`config.mk`:
```
export PLATFORM = sky130hd
export DESIGN_NAME = julian_date_to_calendar
export DESIGN_NICKNAME = d
export VERILOG_FILES = /design/src/hw/rtl/jdc_pkg.sv /design/src/hw/rtl/jdc_cdiv.sv /design/src/hw/rtl/jdc_cal.sv /design/src/hw/rtl/jdc_tod.sv /design/src/hw/rtl/julian_date_to_calendar.sv
export SDC_FILE = /design/constraint.sdc
export NUM_CORES = 2
export LEC_CHECK = 0
export BUFFER_PORTS_ARGS = -buffer_cell sky130_fd_sc_hd__buf_2
export CAP_MARGIN = 20
export CORE_MARGIN = 3
export CORE_UTILIZATION = 49
export CTS_CLUSTER_DIAMETER = 30
export DETAILED_ROUTE_END_ITERATION = 7
export PLACE_DENSITY_LB_ADDON = 0.05
export SYNTH_ARGS = -nofsm -noshare
export SYNTH_HDL_FRONTEND = slang
export SYNTH_SLANG_ARGS = --single-unit
export TNS_END_PERCENT = 1
```
`constraint.sdc`:
```
create_clock -name clk -period 13.1 [get_ports clk]
set_input_delay 1.31 -clock clk [delete_from_list [all_inputs] [get_ports clk]]
set_output_delay 1.31 -clock clk [all_outputs]
set_load 0.05 [all_outputs]
```
`src/hw/rtl/jdc_pkg.sv`:
```
// Shared constants, stage control type and month table of the Julian date converter.
package jdc_pkg;

    localparam int JDC_FRAC_BITS    = 32;
    localparam int JDC_DAY_INT_BITS = 23;
    localparam int JDC_IN_W         = 55;

    localparam int JDC_STAGES = 13;
    localparam int JDC_ST_OUT = JDC_STAGES - 1;

    localparam int JDC_REFORM_DAY = 2299160;
    localparam int JDC_GREG_OFS   = 7468865;
    localparam int JDC_CENT_DIV   = 146097;
    localparam int JDC_YEAR_DIV   = 36525;
    localparam int JDC_C_OFS      = 1524;
    localparam int JDC_YEAR_MUL   = 100;
    localparam int JDC_YEAR_OFS   = 12210;
    localparam int JDC_E_MUL      = 1461;
    localparam int JDC_YEAR_LATE  = 4716;
    localparam int JDC_YEAR_EARLY = 4715;

    typedef struct packed {
        logic [JDC_STAGES-1:0] load;
        logic [JDC_STAGES-1:0] valid;
    } jdc_ctl_t;

    // floor(30.6001 * g)
    function automatic logic [8:0] jdc_month_base(input logic [3:0] g);
        logic [8:0] base;
        case (g)
            4'd0:    base = 9'd0;
            4'd1:    base = 9'd30;
            4'd2:    base = 9'd61;
            4'd3:    base = 9'd91;
            4'd4:    base = 9'd122;
            4'd5:    base = 9'd153;
            4'd6:    base = 9'd183;
            4'd7:    base = 9'd214;
            4'd8:    base = 9'd244;
            4'd9:    base = 9'd275;
            4'd10:   base = 9'd306;
            4'd11:   base = 9'd336;
            4'd12:   base = 9'd367;
            4'd13:   base = 9'd397;
            4'd14:   base = 9'd428;
            default: base = 9'd459;
        endcase
        return base;
    endfunction

endpackage

```
`src/hw/rtl/jdc_cdiv.sv`:
```
// Three-stage exact division by a constant: reciprocal estimate, back-multiply, correct.
module jdc_cdiv #(
    parameter int              X_W         = 26,
    parameter int              DIV         = 146097,
    parameter longint unsigned RECIP       = 459,
    parameter int              Q_W         = 9,
    parameter int              FIRST_STAGE = 2
) (
    input  logic               clk,
    input  logic               rst_n,
    input  jdc_pkg::jdc_ctl_t  ctl,
    input  logic [X_W-1:0]     x,
    output logic [Q_W-1:0]     q
);

    localparam int P_W = X_W + Q_W;

    logic [X_W-1:0] x1_reg;
    logic [Q_W-1:0] est1_reg;
    logic [X_W-1:0] x2_reg;
    logic [Q_W-1:0] est2_reg;
    logic [X_W-1:0] prod2_reg;
    logic [Q_W-1:0] q_reg;

    logic [P_W-1:0] est_full;
    logic [Q_W-1:0] est1_next;
    logic [X_W-1:0] prod2_next;
    logic [X_W-1:0] resid;
    logic [Q_W-1:0] q_next;

    assign est_full   = P_W'(x) * P_W'(RECIP);
    assign est1_next  = est_full[P_W-1:X_W];
    assign prod2_next = X_W'(X_W'(est1_reg) * X_W'(DIV));
    assign resid      = x2_reg - prod2_reg;
    assign q_next     = (resid >= X_W'(DIV)) ? est2_reg + Q_W'(1) : est2_reg;

    always_ff @(posedge clk)
    begin
        if (ctl.load[FIRST_STAGE])
        begin
            x1_reg   <= x;
            est1_reg <= est1_next;
        end
        if (ctl.load[FIRST_STAGE+1])
        begin
            x2_reg    <= x1_reg;
            est2_reg  <= est1_reg;
            prod2_reg <= prod2_next;
        end
        if (ctl.load[FIRST_STAGE+2])
        begin
            q_reg <= q_next;
        end
    end

    assign q = q_reg;

    a_resid_bound: assert property (@(posedge clk) disable iff (!rst_n)
        ctl.valid[FIRST_STAGE+1] |-> ((X_W+1)'(resid) < (X_W+1)'(2 * DIV)))
        else $error("reciprocal estimate off by more than one");

endmodule

```
`src/hw/rtl/jdc_cal.sv`:
```
// Calendar date pipeline: century correction and year split by constant division, month split by table lookup.
module jdc_cal #(
    parameter int DAY_INT_BITS = jdc_pkg::JDC_DAY_INT_BITS
) (
    input  logic                    clk,
    input  logic                    rst_n,
    input  jdc_pkg::jdc_ctl_t       ctl,
    input  logic [DAY_INT_BITS:0]   day_num,
    output logic signed [15:0]      year,
    output logic [3:0]              month,
    output logic [4:0]              day_of_month
);

    localparam int DN_W = DAY_INT_BITS + 1;
    localparam int XA_W = DN_W + 2;
    localparam int C_W  = DN_W + 1;
    localparam int XD_W = C_W + 7;

    localparam longint unsigned RECIP_A = (64'd1 << XA_W) / jdc_pkg::JDC_CENT_DIV;
    localparam longint unsigned RECIP_D = (64'd1 << XD_W) / jdc_pkg::JDC_YEAR_DIV;
    localparam int QA_W = $clog2(RECIP_A + 1);
    localparam int QD_W = $clog2(RECIP_D + 1);

    localparam int ST_GREG = 1;
    localparam int ST_DIVA = 2;
    localparam int ST_C    = ST_DIVA + 3;
    localparam int ST_X    = ST_C + 1;
    localparam int ST_DIVD = ST_X + 1;
    localparam int ST_REM  = ST_DIVD + 3;
    localparam int ST_G    = ST_REM + 1;
    localparam int ST_OUT  = jdc_pkg::JDC_ST_OUT;

    logic [DN_W-1:0] dn1_reg;
    logic            greg1_reg;
    logic [XA_W-1:0] x1_reg;
    logic [DN_W-1:0] dn_pipe_reg [3];
    logic            greg_pipe_reg [3];
    logic [C_W-1:0]  c5_reg;
    logic [XD_W-1:0] x6_reg;
    logic [8:0]      clow_pipe_reg [4];
    logic [8:0]      rem10_reg;
    logic [15:0]     d10_reg;
    logic [3:0]      g11_reg;
    logic [8:0]      rem11_reg;
    logic [15:0]     d11_reg;
    logic signed [15:0] year_reg;
    logic [3:0]      month_reg;
    logic [4:0]      dom_reg;

    logic [XA_W-1:0] x1_next;
    logic [QA_W-1:0] a_q;
    logic [QD_W-1:0] d_q;
    logic [C_W-1:0]  b_sum;
    logic [C_W-1:0]  c5_next;
    logic [XD_W-1:0] x6_next;
    logic [21:0]     e_prod;
    logic [8:0]      rem10_next;
    logic [14:0]     month_hit;
    logic [3:0]      month_next;
    logic [4:0]      dom_next;
    logic [15:0]     year_next;

    assign x1_next = {day_num, 2'b00} - XA_W'(jdc_pkg::JDC_GREG_OFS);

    jdc_cdiv #(
        .X_W         (XA_W),
        .DIV         (jdc_pkg::JDC_CENT_DIV),
        .RECIP       (RECIP_A),
        .Q_W         (QA_W),
        .FIRST_STAGE (ST_DIVA)
    ) u_div_cent (
        .clk   (clk),
        .rst_n (rst_n),
        .ctl   (ctl),
        .x     (x1_reg),
        .q     (a_q)
    );

    assign b_sum = C_W'(dn_pipe_reg[2]) + C_W'(1) + C_W'(a_q) - C_W'(a_q >> 2);
    assign c5_next = (greg_pipe_reg[2] ? b_sum : C_W'(dn_pipe_reg[2]))
                     + C_W'(jdc_pkg::JDC_C_OFS);
    assign x6_next = XD_W'(c5_reg) * XD_W'(jdc_pkg::JDC_YEAR_MUL)
                     - XD_W'(jdc_pkg::JDC_YEAR_OFS);

    jdc_cdiv #(
        .X_W         (XD_W),
        .DIV         (jdc_pkg::JDC_YEAR_DIV),
        .RECIP       (RECIP_D),
        .Q_W         (QD_W),
        .FIRST_STAGE (ST_DIVD)
    ) u_div_year (
        .clk   (clk),
        .rst_n (rst_n),
        .ctl   (ctl),
        .x     (x6_reg),
        .q     (d_q)
    );

    // only the low nine bits of c - floor(365.25 d) matter, as the difference stays below 512
    assign e_prod     = 22'(d_q) * 22'(jdc_pkg::JDC_E_MUL);
    assign rem10_next = clow_pipe_reg[3] - e_prod[10:2];

    always_comb
    begin
        for (int k = 1; k < 16; k++)
        begin
            month_hit[k-1] = rem10_reg >= (jdc_pkg::jdc_month_base(4'(k)) + 9'd1);
        end
    end

    assign month_next = (g11_reg < 4'd14) ? g11_reg - 4'd1 : g11_reg - 4'd13;
    assign dom_next   = 5'(rem11_reg - jdc_pkg::jdc_month_base(g11_reg));
    assign year_next  = d11_reg - ((month_next > 4'd2) ? 16'(jdc_pkg::JDC_YEAR_LATE)
                                                       : 16'(jdc_pkg::JDC_YEAR_EARLY));

    always_ff @(posedge clk)
    begin
        if (ctl.load[ST_GREG])
        begin
            dn1_reg   <= day_num;
            greg1_reg <= day_num > DN_W'(jdc_pkg::JDC_REFORM_DAY);
            x1_reg    <= x1_next;
        end
        if (ctl.load[ST_DIVA])
        begin
            dn_pipe_reg[0]   <= dn1_reg;
            greg_pipe_reg[0] <= greg1_reg;
        end
        for (int i = 1; i < 3; i++)
        begin
            if (ctl.load[ST_DIVA+i])
            begin
                dn_pipe_reg[i]   <= dn_pipe_reg[i-1];
                greg_pipe_reg[i] <= greg_pipe_reg[i-1];
            end
        end
        if (ctl.load[ST_C])
        begin
            c5_reg <= c5_next;
        end
        if (ctl.load[ST_X])
        begin
            x6_reg           <= x6_next;
            clow_pipe_reg[0] <= c5_reg[8:0];
        end
        for (int i = 1; i < 4; i++)
        begin
            if (ctl.load[ST_X+i])
            begin
                clow_pipe_reg[i] <= clow_pipe_reg[i-1];
            end
        end
        if (ctl.load[ST_REM])
        begin
            rem10_reg <= rem10_next;
            d10_reg   <= 16'(d_q);
        end
        if (ctl.load[ST_G])
        begin
            g11_reg   <= 4'($countones(month_hit));
            rem11_reg <= rem10_reg;
            d11_reg   <= d10_reg;
        end
        if (ctl.load[ST_OUT])
        begin
            year_reg  <= year_next;
            month_reg <= month_next;
            dom_reg   <= dom_next;
        end
    end

    assign year         = year_reg;
    assign month        = month_reg;
    assign day_of_month = dom_reg;

    a_date_range: assert property (@(posedge clk) disable iff (!rst_n)
        ctl.valid[ST_OUT] |-> (month_reg != 4'd0 && month_reg <= 4'd12 && dom_reg != 5'd0))
        else $error("calendar date out of range");

endmodule

```
`src/hw/rtl/jdc_tod.sv`:
```
// Time of day pipeline: hours, minutes and seconds cut from the day fraction.
module jdc_tod (
    input  logic               clk,
    input  logic               rst_n,
    input  jdc_pkg::jdc_ctl_t  ctl,
    input  logic [31:0]        frac,
    output logic [4:0]         hours,
    output logic [5:0]         minutes,
    output logic [21:0]        seconds_fx
);

    localparam int ST_H = 1;
    localparam int ST_M = 2;
    localparam int ST_S = 3;
    localparam int DLY  = jdc_pkg::JDC_ST_OUT - ST_S;

    typedef struct packed {
        logic [4:0]  hours;
        logic [5:0]  minutes;
        logic [21:0] seconds;
    } tod_t;

    logic [4:0]  hours1_reg;
    logic [31:0] f1_reg;
    logic [4:0]  hours2_reg;
    logic [5:0]  minutes2_reg;
    logic [31:0] f2_reg;
    tod_t        tod3_reg;
    tod_t        tod_pipe_reg [DLY];

    logic [36:0] t1;
    logic [37:0] t2;
    logic [37:0] t3;

    assign t1 = 37'(frac) * 37'(24);
    assign t2 = 38'(f1_reg) * 38'(60);
    assign t3 = 38'(f2_reg) * 38'(60);

    always_ff @(posedge clk)
    begin
        if (ctl.load[ST_H])
        begin
            hours1_reg <= t1[36:32];
            f1_reg     <= t1[31:0];
        end
        if (ctl.load[ST_M])
        begin
            hours2_reg   <= hours1_reg;
            minutes2_reg <= t2[37:32];
            f2_reg       <= t2[31:0];
        end
        if (ctl.load[ST_S])
        begin
            tod3_reg.hours   <= hours2_reg;
            tod3_reg.minutes <= minutes2_reg;
            tod3_reg.seconds <= t3[37:16];
        end
        if (ctl.load[ST_S+1])
        begin
            tod_pipe_reg[0] <= tod3_reg;
        end
        for (int i = 1; i < DLY; i++)
        begin
            if (ctl.load[ST_S+1+i])
            begin
                tod_pipe_reg[i] <= tod_pipe_reg[i-1];
            end
        end
    end

    assign hours      = tod_pipe_reg[DLY-1].hours;
    assign minutes    = tod_pipe_reg[DLY-1].minutes;
    assign seconds_fx = tod_pipe_reg[DLY-1].seconds;

    a_tod_range: assert property (@(posedge clk) disable iff (!rst_n)
        ctl.valid[jdc_pkg::JDC_ST_OUT] |->
            (tod_pipe_reg[DLY-1].hours <= 5'd23 && tod_pipe_reg[DLY-1].minutes <= 6'd59))
        else $error("time of day out of range");

endmodule

```
`src/hw/rtl/julian_date_to_calendar.sv`:
```
// Top level of the Julian date to calendar date and time of day converter.
//
//  channel | direction | handshake            | payload
//  --------+-----------+----------------------+-------------------------------------------
//  in      | sink      | in_valid / in_stall   | julian_date_fx
//  out     | source    | out_valid / out_stall | year, month, day_of_month, hours, minutes,
//          |           |                       | seconds_fx
//
//  One item per cycle sustained while out_stall is low; items leave in the order of acceptance.
//  The pipeline depth is set by the two three-stage reciprocal dividers in the calendar path.
//  Reset clears the stage valid bits only; the pipeline is empty after reset.
//  A stage holds only while it and every stage after it hold an item and out_stall is high,
//  so bubbles close up and items keep entering while a result waits.
module julian_date_to_calendar #(
    parameter int DAY_INT_BITS = jdc_pkg::JDC_DAY_INT_BITS
) (
    input  logic                        clk,
    input  logic                        rst_n,
    input  logic                        in_valid,
    output logic                        in_stall,
    input  logic [jdc_pkg::JDC_IN_W-1:0] julian_date_fx,
    output logic                        out_valid,
    input  logic                        out_stall,
    output logic signed [15:0]          year,
    output logic [3:0]                  month,
    output logic [4:0]                  day_of_month,
    output logic [4:0]                  hours,
    output logic [5:0]                  minutes,
    output logic [21:0]                 seconds_fx
);

    localparam int FB      = jdc_pkg::JDC_FRAC_BITS;
    localparam int IN_BITS = DAY_INT_BITS + FB;
    localparam int N       = jdc_pkg::JDC_STAGES;

    logic [N-1:0]            valid_reg;
    logic [DAY_INT_BITS:0]   dn0_reg;
    logic [FB-1:0]           frac0_reg;

    logic [N-1:0]            ready;
    logic [IN_BITS-1:0]      jd_in;
    logic [IN_BITS:0]        jd;
    jdc_pkg::jdc_ctl_t       ctl;

    for (genvar k = 0; k < N; k++)
    begin : g_ready
        assign ready[k] = !out_stall || !(&valid_reg[N-1:k]);
    end

    assign ctl.load  = ready;
    assign ctl.valid = valid_reg;

    // add half a day so the civil day starts at midnight
    assign jd_in = IN_BITS'(julian_date_fx);
    assign jd    = (IN_BITS+1)'(jd_in) + ((IN_BITS+1)'(1) << (FB - 1));

    always_ff @(posedge clk or negedge rst_n)
    begin
        if (!rst_n)
        begin
            valid_reg <= '0;
        end
        else
        begin
            if (ready[0])
            begin
                valid_reg[0] <= in_valid;
            end
            for (int k = 1; k < N; k++)
            begin
                if (ready[k])
                begin
                    valid_reg[k] <= valid_reg[k-1];
                end
            end
        end
    end

    always_ff @(posedge clk)
    begin
        if (ready[0])
        begin
            dn0_reg   <= jd[IN_BITS:FB];
            frac0_reg <= jd[FB-1:0];
        end
    end

    jdc_cal #(
        .DAY_INT_BITS (DAY_INT_BITS)
    ) u_cal (
        .clk          (clk),
        .rst_n        (rst_n),
        .ctl          (ctl),
        .day_num      (dn0_reg),
        .year         (year),
        .month        (month),
        .day_of_month (day_of_month)
    );

    jdc_tod u_tod (
        .clk        (clk),
        .rst_n      (rst_n),
        .ctl        (ctl),
        .frac       (frac0_reg),
        .hours      (hours),
        .minutes    (minutes),
        .seconds_fx (seconds_fx)
    );

    assign in_stall  = !ready[0];
    assign out_valid = valid_reg[N-1];

    a_empty_out_ready: assert property (@(posedge clk) disable iff (!rst_n)
        !valid_reg[N-1] |-> !in_stall)
        else $error("input held while the output stage is empty");

endmodule

```
-- After elaboration in Yosys (flattened, before gate mapping)
Memories as Yosys holds them, arrays and structs flattened. A register that Yosys moved wholly into a read port is not among the register bits.
Cells that the tools add are included.
- memory bits (read-only): 144
- memories kept: 5
- output and inout port bits: 60
- RAM bits: 408
- register bits after elaboration: 612
- memory list (memory ; words ; bits a word ; read ports ; clocked after memory_dff ; wr ports ; line ; source):
    u_tod.tod_pipe_reg ; 9 ; 33 ; 9 ; 0 ; 9 ; jdc_tod.sv:29 ; tod_t tod_pipe_reg [DLY];
    (no name shown) ; 16 ; 9 ; 1 ; 1 ; 0 ; jdc_pkg.sv:30 ; case (g)
    u_cal.dn_pipe_reg ; 3 ; 24 ; 3 ; 0 ; 3 ; jdc_cal.sv:36 ; logic [DN_W-1:0] dn_pipe_reg [3];
    u_cal.clow_pipe_reg ; 4 ; 9 ; 4 ; 0 ; 4 ; jdc_cal.sv:40 ; logic [8:0] clow_pipe_reg [4];
    u_cal.greg_pipe_reg ; 3 ; 1 ; 3 ; 0 ; 3 ; jdc_cal.sv:37 ; logic greg_pipe_reg [3];
- add/sub/neg operators: 30
- $lt $le $gt $ge: 20
- reduce and logical (&&, ||, !) cells: 40
- $mul: 9
- mux-type cells: 28
- operators with widths (kind ; count):
    9-bit >= comparator (second input constant) ; 7
    55-bit by 32-bit adder with 56-bit output (second input constant) ; 1
    32-bit by 17-bit multiplier with 49-bit output (second input constant) ; 1
    9-bit by 8-bit >= comparator with 1-bit output (second input constant) ; 4
    26-bit by 9-bit multiplier with 35-bit output (second input constant) ; 1
    30-bit by 4-bit multiplier with 34-bit output (second input constant) ; 1
    32-bit by 2-bit multiplier with 34-bit output (second input constant) ; 1
    29-bit by 4-bit multiplier with 33-bit output (second input constant) ; 1
    32-bit by 16-bit >= comparator with 1-bit output (second input constant) ; 1
    17-bit by 16-bit multiplier with 32-bit output (second input constant) ; 1
    32-bit by 14-bit subtractor with 32-bit output (second input constant) ; 1
    32-bit subtractor ; 1
    25-bit by 5-bit multiplier with 30-bit output (second input constant) ; 1
    26-bit by 18-bit >= comparator with 1-bit output (second input constant) ; 1
    9-bit by 18-bit multiplier with 26-bit output (second input constant) ; 1
    26-bit by 23-bit subtractor with 26-bit output (second input constant) ; 1
    26-bit subtractor ; 1
    24-bit by 1-bit adder with 25-bit output (second input constant) ; 1
    25-bit by 11-bit adder with 25-bit output (second input constant) ; 1
    25-bit by 9-bit adder with 25-bit output ; 1
    25-bit two-way mux ; 1
    25-bit by 7-bit subtractor with 25-bit output ; 1
    4-bit adder ; 6
    24-bit by 22-bit > comparator with 1-bit output (second input constant) ; 1
    34 further kinds ; 89

-- Longest topological paths before layout
- depth after elaboration: 6
- gate-level depth with buffers: 23
- depth with buffers taken out: 23

-- Hierarchy
From an unflattened synthesis, not the netlist that was laid out.
- cell total of the unflattened synthesis: 6156
- area, all modules: 73340.3 um^2
- by module, submodules not included (module ; seq. area each (um^2) ; times used ; area an instance (um^2) ; cells an instance):
    jdc_cdiv (u_cal.u_div_year) ; 4354.2 ; 1 ; 21866.0 ; 2061
    jdc_tod ; 12071.6 ; 1 ; 19710.2 ; 1348
    jdc_cal ; 8808.4 ; 1 ; 17673.2 ; 1485
    jdc_cdiv (u_cal.u_div_cent) ; 3032.9 ; 1 ; 11443.5 ; 1096
    julian_date_to_calendar ; 2006.9 ; 1 ; 2647.5 ; 166

-- Worst setup path before layout
OpenSTA, ideal clock, no wires.
- path kind: in2out
- start point: input out_stall
- end point: output in_stall
- buffers on the path: 0
- arrival: 11.360 ns
- path slack: 0.430 ns
- cell stages on the path: 8
- cell sequence: nand2_1 -> nor2_1 -> nand3_1 -> nor2_1 -> nand3_1 -> nor2_1 -> nand3_1 -> inv_1
- word-level cells in the longest chain between the ends: 3
- RTL lines (what ; line ; source):
    start: declaration ; julian_date_to_calendar.sv:23 ; input logic out_stall,
    1-bit logical NOT ; julian_date_to_calendar.sv:47 ; assign ready[k] = !out_stall || !(&valid_reg[N-1:k]);
    1-bit logical OR ; julian_date_to_calendar.sv:47 ;
    1-bit logical NOT ; julian_date_to_calendar.sv:110 ; assign in_stall = !ready[0];
    end: declaration ; julian_date_to_calendar.sv:20 ; output logic in_stall,
No other way between the ends.

-- Final worst setup path
- start point: register u_cal.x6_reg[3]
- end point: register u_cal.u_div_year.est1_reg[16], data pin
- word-level cells in the longest chain between the ends: 1
- RTL lines (what ; line ; source):
    start: declaration ; jdc_cal.sv:39 ; logic [XD_W-1:0] x6_reg;
    start signal: assignment ; jdc_cal.sv:143 ; x6_reg <= x6_next;
    32-bit by 17-bit multiplier with 49-bit output ; jdc_cdiv.sv:31 ; assign est_full = P_W'(x) * P_W'(RECIP);
    named net u_cal.u_div_year.est_full[48] ; jdc_cdiv.sv:25 ; logic [P_W-1:0] est_full;
    end signal: assignment ; jdc_cdiv.sv:42 ; est1_reg <= est1_next;
    end: declaration ; jdc_cdiv.sv:19 ; logic [Q_W-1:0] est1_reg;
The timed path passes the listed nets, and every way through them passes these cells.
A chain may end at the register's enable or synchronous reset.

==> impl_metrics.env <==
export IMPL_grt_ovfl_total=0
export IMPL_worstHoldStart="u_cal.u_div_cent.x1_reg[12]"
export IMPL_multiInputGateArea_sq_um=35340
export IMPL_r2r_cells=22
export IMPL_post_place_cells=7428
export IMPL_antenna_cells=0
export IMPL_initial_core_util_pct=49.49
export IMPL_async_flop_share_pct=1.297
export IMPL_startpoint_type="flop"
export IMPL_grt_first_pass_wirelength_microns=222400
export IMPL_status="finished clean"
export IMPL_fp_row_count=137
export IMPL_grt_pass1_vias=42420
export IMPL_syn_avg_cell_area_sq_um=12.64
export IMPL_cts_tree="done"
export IMPL_synth_edf_count=984
export IMPL_crit_chain="inv_1 > fa_1 > inv_1 > fa_1 > inv_1 > fa_1 > fa_1 > fa_1 > fa_1 > inv_1 > ha_1 > a21oi_1 > a21boi_0 > o21ai_0 > o211ai_1 > o41ai_1 > o21ai_1 > o211a_1 > a31oi_1 > o211ai_1 > a21oi_1 > xnor2_1"
export IMPL_drv_slew=0
export IMPL_rr_startpoint="u_cal.x6_reg[3]"
export IMPL_root_buffer="clkbuf_16"
export IMPL_fmax_ghz=0.1299
export IMPL_path_max_fanout=10
export IMPL_finClkSkew_ns=0.05958
export IMPL_clockBufferDepth=3
export IMPL_die_w_microns=382.1
export IMPL_crit_arrival_ns=8.24
export IMPL_critPathCaptureType="flop"
export IMPL_antenna_found_initial=3
export IMPL_fin_crit_sh_pct=58.76
export IMPL_cts_clk_slew_worst_paths_ns=0.05
export IMPL_min_path_type="reg -> reg"
export IMPL_cpMaxStageDelayCell="o41ai_1"
export IMPL_grtUsageTotal_pct=19.08
export IMPL_ys_types=90
export IMPL_h_tree_depth=4
export IMPL_syn_num_nets=7009
export IMPL_cpPeakStageDelay_ns=0.83
export IMPL_rsz0062_at_grt="no"
export IMPL_drc=0
export IMPL_cts_setup_buffers=0
export IMPL_cts_resized=0
export IMPL_gp_congestion=0.8499
export IMPL_fp_dieH_microns=382.1
export IMPL_ys_seq_area_share_pct=43.25
export IMPL_setup_violations_final=0
export IMPL_crit_buf_inv=4
export IMPL_drt_initial_drc_count=1891
export IMPL_holdPathStages=0
export IMPL_synth_flop_cell="edfxtp_1"
export IMPL_critical_path_top_delay_family="adder cells"
export IMPL_dp_hpwl_microns=104900
export IMPL_maxCapViolCount=0
export IMPL_dr_pass1_iters=5
export IMPL_area_delta_synth_final_pct=15.75
export IMPL_rr_endpoint="u_cal.u_div_year.est1_reg[16]"
export IMPL_nets=7303
export IMPL_tightest_slew_ns=0.9922
export IMPL_ioPinCount=119
export IMPL_holdBufCountCts=0
export IMPL_clk_latency_ns=0.80
export IMPL_clkSinkCount=1002
export IMPL_ys_warn_count=0
export IMPL_layoutNonFillerInstCount=7850
export IMPL_tns_ns=0
export IMPL_path_class="reg -> reg"
export IMPL_fillers=11660
export IMPL_dieArea_sq_um=146000
export IMPL_hold_violations=0
export IMPL_grt_max_degree=85
export IMPL_wl_per_cell_microns=17.07
export IMPL_vias=40120
export IMPL_detail_route_antenna_nets=0
export IMPL_coreArea_sq_um=140000
export IMPL_path_common_cell="fa_1"
export IMPL_drive_above_1_share_pct=9.725
export IMPL_relSlewSlack_pct=33.85
export IMPL_regArea_sq_um=29970
export IMPL_numCtsBuffers=222
export IMPL_io_buffers=118
export IMPL_largest_register_ffs=297
export IMPL_synth_area_sq_um=69310
export IMPL_viasPerCell=5.110
export IMPL_required_ns=13.64
export IMPL_r2r_slack_ns=5.40
export IMPL_ys_seq_elements=1002
export IMPL_wirelength_microns=134000
export IMPL_syn_inst=5483
export IMPL_whs_endpoint="u_cal.u_div_cent.x2_reg[12]"
export IMPL_min_period_ns=7.698
synthesized netlist by cell type, types with 54 or more instances:
cell type | number | area, sq um
ha_1 | 881 | 11020
nand3_1 | 94 | 470.5
fa_1 | 586 | 11730
nand2_1 | 161 | 604.3
nor3_1 | 94 | 470.5
xnor2_1 | 230 | 2014
a21o_1 | 86 | 645.6
a21oi_1 | 210 | 1051
inv_1 | 983 | 3690
o21ai_0 | 129 | 645.6
o21a_1 | 54 | 405.4
xor2_1 | 114 | 998.5
nor2_1 | 228 | 855.8
edfxtp_1 | 984 | 29550
worst max-delay path by stage:
stage / from / endpoint / slack [ns] / cells after the start
after floorplan: out_stall / in_stall / 0.43 / 8
after global placement: u_cal.x6_reg[3] / u_cal.u_div_year.est1_reg[16] / 5.36 / 22
after detailed placement: u_cal.x6_reg[3] / u_cal.u_div_year.est1_reg[16] / 5.23 / 22
after CTS: u_cal.x6_reg[3] / u_cal.u_div_year.est1_reg[16] / 5.25 / 22
after global routing: u_cal.x6_reg[17] / u_cal.u_div_year.est1_reg[16] / 4.85 / 22
final: u_cal.x6_reg[3] / u_cal.u_div_year.est1_reg[16] / 5.40 / 22
metrics by stage:
step	area [sq um]	worst slack, ns	utilization [%]	hold slack [ns]
4_1_cts	80200	5.255	57.26	0.3559
6_report	80220	5.402	57.28	0.3996
5_1_grt	80220	4.848	57.28	0.3780
3_5_place_dp	72050	5.230	51.45	0.4045
3_3_place_gp	72050	5.359	51.45	0.4004
2_1_floorplan	69310	0.4296	-	0.4003
kinds of logic (layout without fill, tap and decap cells):
family | count (synthesis) | in the layout | synth area share (%)
xor gates and xnor gates | 344 | 344 | 4.347
buffers and inverters | 1046 | 1537 | 5.871
AOI/OAI and AO/OA | 760 | 760 | 7.348
adders and majority gates | 1467 | 1467 | 32.83
and+or+nand+nor | 846 | 846 | 6.071
DFF | 1002 | 1002 | 43.25
muxes | 18 | 18 | 0.2816
per-layer routing:
layer  up-vias  GRT usage [%]  share of wire [%]
met3       235          3.163                3.6
met2       655          31.50                 48
met4         2          6.314                2.7
met5         -              0             0.0097
li1      19700              -                  -
met1     19520          25.74                 46
layout by cell type, fill, tap and decap left out, drive strengths merged, types with 12 or more instances in the layout:
master and n:
a2111oi 14, a211oi 30, a21boi 13, a21o 86, a21oi 210, a31oi 26
and2 20, and3 34, buf 133, bufinv 46, clkbuf 247, clkinv 76
clkinvlp 33, dfrtp 13, edfxtp 984, fa 586, ha 881, inv 1002
mux2i 15, nand2 161, nand2b 29, nand3 98, nand4 33, nor2 228
nor2b 29, nor3 94, nor4 19, o2111ai 12, o211ai 29, o21a 54
o21ai 132, o21bai 34, o31a 13, o31ai 16, or2 18, or3 34
xnor2 230, xor2 114
area by class of cell:
type                       instances  area share, %
tap                             1876          2.926
clock buffer                     247          7.104
sequential                      1002          37.36
multi-input combinational       3435          44.05
timing repair buffer             133         0.9015
clock inverter                   174          3.051
inverter                         983          4.606
Power is not shown: default switching activity piles up to over one toggle a cycle in this logic, so the estimate is an artifact.
